[src/sv/tile_tag_cache_lru_unit_macros.svh]
// Assertion macros for the tile tag cache.
// Used by the top level; expects signals clk and rst_n in scope.
`ifndef TILE_TAG_CACHE_LRU_UNIT_MACROS_SVH
`define TILE_TAG_CACHE_LRU_UNIT_MACROS_SVH

// Same-cycle implication, disabled while reset is held.
`define TTC_ASSERT_IMP(lbl, ante, cons) \
  lbl: assert property (@(posedge clk) disable iff (!rst_n) (ante) |-> (cons)) \
    else $error("tile tag cache: check failed");

// Next-cycle implication, disabled while reset is held.
`define TTC_ASSERT_NXT(lbl, ante, cons) \
  lbl: assert property (@(posedge clk) disable iff (!rst_n) (ante) |=> (cons)) \
    else $error("tile tag cache: check failed");

`endif

[src/sv/ttc_pkg.sv]
// Shared types for the tile tag cache: tag layout, scan link and write command.
// No dependencies.
`timescale 1ns / 1ps

package ttc_pkg;

  localparam int unsigned CoordW = 21;
  localparam int unsigned ZoomW  = 5;
  localparam int unsigned StampW = 32;

  typedef struct packed {
    logic [CoordW-1:0] column;
    logic [CoordW-1:0] row;
    logic [ZoomW-1:0]  zoom;
  } tag_t;

  // Running result that walks from cell to cell during a scan.
  typedef struct packed {
    logic              active;
    logic              found;
    logic [StampW-1:0] best_time;
  } scan_link_t;

  // Write broadcast to all cells; only the addressed cell takes it.
  typedef struct packed {
    logic              en;
    logic              load_tag;
    logic              valid;
    tag_t              tag;
    logic [StampW-1:0] stamp;
  } cell_wr_t;

endpackage

[src/sv/ttc_cell.sv]
// One entry of the tile tag cache: tag, valid bit and last-touch stamp,
// plus one stage of the scan chain. Depends on ttc_pkg.
`timescale 1ns / 1ps

module ttc_cell #(
  parameter int unsigned SLOT_W = 6,
  parameter int unsigned INDEX  = 0
) (
  input  logic                  clk,
  input  logic                  rst_n,
  input  logic                  lookup,
  input  ttc_pkg::tag_t         key,
  input  ttc_pkg::scan_link_t   link_in,
  input  logic [SLOT_W-1:0]     idx_in,
  output ttc_pkg::scan_link_t   link_out,
  output logic [SLOT_W-1:0]     idx_out,
  input  ttc_pkg::cell_wr_t     wr,
  input  logic [SLOT_W-1:0]     wr_slot
);

  ttc_pkg::tag_t                tag_r;
  logic [ttc_pkg::StampW-1:0]   stamp_r;
  logic                         valid_r;
  ttc_pkg::scan_link_t          link_r;
  ttc_pkg::scan_link_t          link_nxt;
  logic [SLOT_W-1:0]            idx_r;
  logic [SLOT_W-1:0]            idx_nxt;
  logic                         match;
  logic                         older;
  logic                         take;
  logic                         wr_here;

  assign match   = valid_r && (tag_r == key);
  // The first cell always seeds the oldest-entry search.
  assign older   = (INDEX == 0) || (stamp_r < link_in.best_time);
  assign take    = lookup ? (!link_in.found && match) : older;
  assign wr_here = wr.en && (wr_slot == SLOT_W'(INDEX));

  always_comb begin
    link_nxt.active    = link_in.active;
    link_nxt.found     = link_in.found | take;
    link_nxt.best_time = take ? stamp_r : link_in.best_time;
    idx_nxt            = take ? SLOT_W'(INDEX) : idx_in;
  end

  always_ff @(posedge clk) begin
    if (!rst_n) begin
      link_r.active <= 1'b0;
    end else begin
      link_r.active <= link_nxt.active;
    end
    link_r.found     <= link_nxt.found;
    link_r.best_time <= link_nxt.best_time;
    idx_r            <= idx_nxt;
  end

  always_ff @(posedge clk) begin
    if (!rst_n) begin
      valid_r <= 1'b0;
    end else if (wr_here && wr.load_tag) begin
      valid_r <= wr.valid;
    end
  end

  always_ff @(posedge clk) begin
    if (wr_here) begin
      stamp_r <= wr.stamp;
      if (wr.load_tag) begin
        tag_r <= wr.tag;
      end
    end
  end

  assign link_out = link_r;
  assign idx_out  = idx_r;

endmodule

[config.mk]
export PLATFORM = sky130hd
export DESIGN_NAME = ttc_cell
export DESIGN_NICKNAME = d
export VERILOG_FILES = /design/src/sv/tile_tag_cache_lru_unit_macros.svh /design/src/sv/ttc_pkg.sv /design/src/sv/ttc_cell.sv
export SDC_FILE = /design/constraint.sdc
export NUM_CORES = 1
export LEC_CHECK = 0
export ABC_AREA = 1
export BUFFER_PORTS_ARGS = -buffer_cell sky130_fd_sc_hd__buf_2
export CAP_MARGIN = 40
export CORE_MARGIN = 5
export CORE_UTILIZATION = 45
export DETAILED_ROUTE_END_ITERATION = 6
export GPL_TIMING_DRIVEN = 0
export PLACE_DENSITY = 0.82
export SLEW_MARGIN = 20
export SYNTH_ARGS = -nofsm -noshare
export SYNTH_HDL_FRONTEND = slang
export SYNTH_SLANG_ARGS = --single-unit
export TNS_END_PERCENT = 1
[constraint.sdc]
create_clock -name clk -period 8.6 [get_ports clk]
set_clock_uncertainty 0.1 [all_clocks]
set_input_delay 1.72 -clock clk [delete_from_list [all_inputs] [get_ports clk]]
set_output_delay 1.72 -clock clk [all_outputs]
set_load 0.02 [all_outputs]
==> out/qor.csv, run 1 <==
stage,metric,value,unit
floorplan,DIE WIDTH,112.4,microns
final_layout,fin nets,899,
hold_path,hold path cells,2,
floorplan,Starting Density,45.91,%
routing,mean routed wirelength per cell,13.73,microns
sta,PnR worst setup slack,4846,ps
logic_synthesis,main combinational cell family by area after synthesis,simple AND/OR/NAND/NOR gates,
cts,CTS H-tree depth,4,
placement,IO Port Bufs,216,
pwr,static leakage,3.351,nW
routing,"antenna viol nets, final",0,
cts,maximum buffer depth of the clock tree,2,
global_routing,first-pass GRT wire length,18.98,mm
floorplan,height of the die,112.4,microns
sta,min cycle time layout,3754,ps
setup_path,Crit-path slowest cell,and2_2,
setup_path,critical-path cell list,"buf_2, nor2_1, nand2_1, nor4_2, buf_2, buf_2, and2_2, buf_12",
global_routing,pin count of the biggest net entering global routing,30,
setup_path,critical path startpoint category,input port,
final_layout,share of cells above drive strength 1,35.97,%
cts,CTS tree,built,
final_layout,multi-input logic area,1134,sq um
cts,Worst-Skew Late Latency,500,ps
floorplan,I/O pins,218,
logic_synthesis,Mapped Nets,659,
floorplan,die footprint,12630,sq um
final_layout,number of fillers in the final layout,836,
final_layout,ant diodes,0,
routing,# DRC,0,
logic_synthesis,Compound-Gate Fraction of Synth Area,0.5304,%
setup_path,crit path launch,wr_slot[3],
outcome,status,"complete, no violations",
setup_path,Crit path buffers/inverters,4,
final_layout,Seq. cell area,3193,sq um
setup_path,CP Max Fanout,29,
routing,DRT iter0 DRCs,186,
setup_path,R2R depth,13,
sta,Tcrit/Tclk final,43.65,%
global_routing,total gr overflow,0,
setup_path,R2R Setup Slk,6660,ps
final_layout,area delta synth->final,39.43,%
setup_path,Worst R2R End,link_out[7],
logic_synthesis,sequential area share after synthesis,67.67,%
sta,Max Slew Vio Count,0,
routing,final wirelength,11.94,mm
sta,unrepaired setup endpoints after global routing,false,
setup_path,cell mode on critical path,buf_2,
logic_synthesis,mux contribution to synthesized area,0,%
setup_path,reg2reg start,tag_r[21],
placement,routability cong.,0.8910,
placement,pre-CTS WS,4332,ps
logic_synthesis,syn avg cell area,9.809,sq um
global_routing,number of global-route vias before repair,4239,
cts,post-CTS setup buffer count,0,
logic_synthesis,Adder-Cell Fraction of Synth Area,0,%
pwr,Max IR drop VDD,131.9,uV
setup_path,Critical Path Sink Type,flop,
sta,Slew @ Worst Pin,649.3,ps
hold_path,hold endpoint,link_out[2],
global_routing,GRT Total Usage,19.06,%
sta,slew margin rel.,56.35,%
routing,Via density,4.500,
placement,Detail Placement HPWL,9.442,mm
routing,Vias,3915,
hold_path,hold crit path type,reg -> reg,
logic_synthesis,post-synthesis xor/xnor area fraction,2.599,%
sta,Final Hold Fails,0,
setup_path,Critical Path RT,8690,ps
cts,clk root buf,clkbuf_8,
cts,hold buffers post-CTS,0,
global_routing,antenna violations before repair,1,
logic_synthesis,Synthesis Warnings,0,
routing,DRT Pass-1 Iters,4,
pwr,PwrDens,212.6,nW/um^2
logic_synthesis,Post-Syn Instances,481,
setup_path,WP data arrival,3840,ps
setup_path,kind of critical path,in -> reg,
logic_synthesis,"Distinct cells, synth",21,
setup_path,CP top delay family,simple AND/OR/NAND/NOR gates,
logic_synthesis,post-synthesis cell area,4718,sq um
hold_path,hold wc startpoint,stamp_r[2],
flow_run,MaxCap Viol Count,0,
cts,PostCTS Resize Cnt,0,
cts,# clock sinks,120,
cts,clock slew at the register clock pins of the worst setup and hold paths,50,ps
logic_synthesis,Simple-Gate Fraction of Synth Area,20.74,%
sta,smallest hold slack,334.3,ps
logic_synthesis,register bit total from synthesis,120,
pwr,Pwr Total,1.399,mW
setup_path,critical path's largest stage delay,520,ps
floorplan,Core ar.,10280,sq um
sta,final setup fails,0,
sta,fmax,0.2664,GHz
floorplan,num rows,37,
cts,CTS buffer count,17,
worst max path at each step:
stage | end | slack, ps | depth (start not counted)
after floorplan | tag_r[0] | 1640 | 2
after global placement | valid_r | -140 | 7
after detailed placement | tag_r[19] | 4330 | 8
after CTS | tag_r[25] | 4870 | 8
after global routing | valid_r | 4650 | 10
final | tag_r[25] | 4850 | 8
final cells by class:
cell class / count / area share [%]
Timing Repair Buffer: 221 / 17.04
Sequential cell: 120 / 48.54
Buffer: 11 / 1.046
Multi-Input combinational cell: 262 / 17.23
Tap cell: 136 / 2.587
Inverter: 88 / 5.021
Clock buffer: 19 / 6.561
Clock inverter: 13 / 1.978
per-stage QoR:
step                      instance area, sq um  cells  util (%)  TNS (ps)
after floorplan                           4718    481         -         0
after global placement                    5969    833     58.08     -4542
after detailed placement                  6017    838     58.55         0
after CTS                                 6579    870     64.01         0
after global routing                      6579    870     64.01         0
final                                     6579    870     64.01         0
power by group:
group / total (mW) / internal (mW) / leakage (nW) / switching, mW
combinational: 0.107 / 0.0511 / 2.03 / 0.0559
clock: 0.661 / 0.416 / 0.263 / 0.245
sequential: 0.631 / 0.627 / 1.05 / 0.00351
total: 1.40 / 1.09 / 3.35 / 0.304
per-layer routing:
metal	track usage [%]	wire, microns	part of all wire, %
met3	7.170	1233	10
met5	0	0	0
met4	7.532	204	1.7
met2	33.77	5956	50
met1	20.55	4549	38
flip-flops by register name (all words and copies together), names as in the netlist:
name / count
stamp_r: 32
tag_r: 47
link_out: 34
valid_r: 1
idx_out: 6
layout by cell type, fill, tap and decap left out, drive strengths merged:
cell | Yosys | routed
o21ai | 4 | 4
and2 | 1 | 1
nor2 | 26 | 26
nor4 | 1 | 1
buf | 7 | 228
edfxtp | 79 | 79
dfxtp | 41 | 41
clkbuf | 4 | 23
inv | 87 | 87
or2 | 1 | 1
xnor2 | 14 | 14
nand3 | 35 | 35
nand4 | 3 | 3
clkinv | 1 | 7
clkinvlp | 0 | 5
bufinv | 0 | 2
nand2 | 176 | 176
a21oi | 1 | 1
worst register-to-register path, delay by kind of cell, from the launching register on:
family	cells	cell delay, ps
DFF	1	390
buffers and inverters	3	360
and+or+nand+nor	10	1030
logic make-up after synthesis:
logic type / count (synthesis)
xor+xnor: 14
buf+inv: 99
flops: 120
compound gates: 5
simple gates: 243
synthesized netlist by cell type (all sizes together):
master | number | area [sq um]
or2 | 1 | 6.260
nand4 | 3 | 18.77
edfxtp | 79 | 2372
a21oi | 1 | 5.000
nor2 | 26 | 97.59
nand2 | 176 | 663.1
clkinv | 1 | 3.750
nor4 | 1 | 6.260
o21ai | 4 | 20.02
buf | 7 | 53.80
dfxtp | 41 | 820.8
inv | 87 | 326.6
clkbuf | 4 | 15.01
nand3 | 35 | 180.2
xnor2 | 14 | 122.6
and2 | 1 | 6.260
Note: power is estimated with default switching activity, not from simulation.
==> inputs of run 2 (changes only) <==
==> constraint.sdc (replaced) <==
create_clock -name clk -period 3.9 [get_ports clk]
set_clock_uncertainty 0.1 [all_clocks]
set_input_delay 0.78 -clock clk [delete_from_list [all_inputs] [get_ports clk]]
set_output_delay 0.78 -clock clk [all_outputs]
set_load 0.02 [all_outputs]
==> run 2 against run 1 <==
Critical path depth increased by 1. Utilization rose by 0.78 points. Cell area increased by 1.2%. Via count about the same. Combinational power rose by 120%. Wire length is 2.5% higher. Clock power increased by 140%. Sequential power up 120%. First-iteration DRC count grew 27%. Setup slack lost 3400 ps. Global-route usage rose by 0.39 points. Cell count is 0.11% lower. Critical endpoint unchanged. Largest cell class unchanged.
==> out/qor.csv, run 2 (synthesized netlist as in run 1, its figures left out) <==
stage,metric,value,unit,change
sta,Max Slew Vio Count,0,,unchanged
pwr,static leakage,3.385,nW,+1.0%
cts,clock slew at the register clock pins of the worst setup and hold paths,60,ps,about the same
routing,met2 wire length,6.122,mm,+2.8%
floorplan,Core ar.,10280,sq um,unchanged
setup_path,critical path startpoint category,input port,,
sta,PnR worst setup slack,1490,ps,-3356 ps
placement,pre-CTS WS,629.3,ps,-3703 ps
setup_path,WP data arrival,2510,ps,-1330 ps
cts,clk root buf,clkbuf_8,,
sta,setup TNS,0,ps,unchanged
hold_path,hold endpoint,link_out[5],,
routing,Via density,4.506,,+0.14%
routing,# DRC,0,,unchanged
hold_path,hold wc startpoint,stamp_r[5],,
global_routing,antenna violations before repair,0,,-1
sta,smallest hold slack,336.1,ps,+1.800 ps
cts,CTS tree,built,,
sta,slew margin rel.,71.10,%,+15 points
sta,final setup fails,0,,unchanged
setup_path,CP Max Fanout,34,,+17%
global_routing,first-pass GRT wire length,18.97,mm,about the same
global_routing,total gr overflow,0,,unchanged
hold_path,hold path cells,2,,unchanged
global_routing,number of global-route vias before repair,4157,,-1.9%
routing,M1 WL,4.518,mm,-0.68%
pwr,PwrDens,485.1,nW/um^2,+130%
routing,DRT Pass-1 Iters,4,,unchanged
global_routing,pin count of the biggest net entering global routing,35,,+17%
global_routing,GRT Total Usage,19.45,%,+0.39 points
floorplan,height of the die,112.4,microns,unchanged
pwr,Max IR drop VDD,314.8,uV,+140%
pwr,Pwr Total,3.230,mW,+130%
floorplan,I/O pins,218,,unchanged
placement,Detail Placement HPWL,9.381,mm,-0.65%
setup_path,Critical Path Sink Type,flop,,
cts,post-CTS setup buffer count,0,,unchanged
final_layout,share of cells above drive strength 1,36.15,%,+0.19 points
final_layout,Largest register FFs,47,,unchanged
cts,CTS H-tree depth,4,,unchanged
routing,"antenna viol nets, final",0,,unchanged
final_layout,Largest Register,tag_r,,
cts,# clock sinks,120,,unchanged
placement,routability cong.,0.8518,,-4.4%
final_layout,number of fillers in the final layout,798,,-4.5%
sta,fmax,0.4149,GHz,
cts,hold buffers post-CTS,0,,unchanged
cts,PostCTS Resize Cnt,0,,unchanged
floorplan,DIE WIDTH,112.4,microns,unchanged
routing,Vias,3916,,+0.026%
placement,DP Cell Count,836,,-0.24%
sta,Final Hold Fails,0,,unchanged
outcome,status,"complete, no violations",,
final_layout,fin nets,898,,-0.11%
setup_path,R2R Setup Slk,1910,ps,-4750 ps
hold_path,hold crit path type,reg -> reg,,
sta,Slew @ Worst Pin,433.5,ps,-215.8 ps
floorplan,num rows,37,,unchanged
final_layout,most frequent cells in the layout,"buf_2 (220), nand2_1 (175), inv_1 (86)",,
setup_path,R2R depth,13,,unchanged
sta,unrepaired setup endpoints after global routing,false,,
final_layout,"commonest non-fill, non-tap cell in the layout",buf_2,,
routing,Top Layer Used,met4,,
routing,DRT iter0 DRCs,236,,+27%
placement,IO Port Bufs,216,,unchanged
final_layout,ant diodes,0,,unchanged
routing,mean routed wirelength per cell,14.08,microns,+2.6%
final_layout,Post-Layout Cell Count,869,,-0.11%
sta,min cycle time layout,2410,ps,
routing,DR WL met3,1.334,mm,+8.2%
sta,Tcrit/Tclk final,61.80,%,
setup_path,reg2reg start,tag_r[19],,
final_layout,area delta synth->final,41.13,%,
floorplan,Starting Density,45.91,%,unchanged
routing,final wirelength,12.24,mm,+2.5%
floorplan,die footprint,12630,sq um,unchanged
setup_path,kind of critical path,in -> reg,,
cts,CTS buffer count,17,,unchanged
cts,Worst-Skew Late Latency,510,ps,about the same
cts,maximum buffer depth of the clock tree,2,,unchanged
setup_path,Worst R2R End,link_out[22],,
flow_run,MaxCap Viol Count,0,,unchanged
setup_path,Critical Path RT,4000,ps,-4690 ps
run 2: changes by cell type in the layout (fill, tap and decap cells not counted), sizes merged:
cell | previous run | this run
buf | 228 | 226
clkinvlp | 5 | 2
clkinv | 7 | 9
clkbuf | 23 | 22
inv | 87 | 88
bufinv | 2 | 4
run 2: critical path, stage by stage:
cell and delay, ps:
buf_2 90, nor2_1 90, nand2_1 90, nor4_4 140, clkbuf_8 230, buf_6 180
buf_6 180, and2_2 430, buf_12 270
run 2: layer usage:
layer | vias up | track usage [%]
met3 | 25 | 7.224
li1 | 1969 | -
met5 | - | 0
met4 | 0 | 9.135
met2 | 204 | 33.13
met1 | 1718 | 21.57
run 2: cell type report:
class                      instances  area [sq um]  share of cell area (%)
buffer                            11         68.82                   1.033
inverter                          88         330.3                   4.961
timing repair buffer             220          1137                   17.08
clock inverter                    15         202.7                   3.044
multi-input combinational        262          1142                   17.16
tap                              136         170.2                   2.555
clock buffer                      17         414.1                   6.219
sequential                       120          3193                   47.95
run 2: worst max-delay path by stage:
stage | depth (start not counted) | slack (ps) | start | end
floorplan | 4 | 40 | wr_slot[3] | tag_r[0]
global placement | 7 | -930 | wr_slot[3] | valid_r
detailed placement | 8 | 630 | wr_slot[3] | tag_r[19]
CTS | 8 | 1180 | wr_slot[3] | tag_r[10]
global route | 11 | 1330 | wr_slot[3] | valid_r
finish | 9 | 1490 | wr_slot[3] | tag_r[25]
run 2: report_power, final:
group	internal (mW)	switching [mW]
Combinational	0.113	0.125
Sequential	1.38	0.00800
Clock	1.04	0.561
Total	2.54	0.695
run 2: per-stage QoR:
stage          utilization, %  area [sq um]
2_1_floorplan               -          4733
3_3_place_gp            58.23          5984
3_5_place_dp            58.66          6028
4_1_cts                 64.66          6645
5_1_grt                 64.79          6659
6_report                64.79          6659
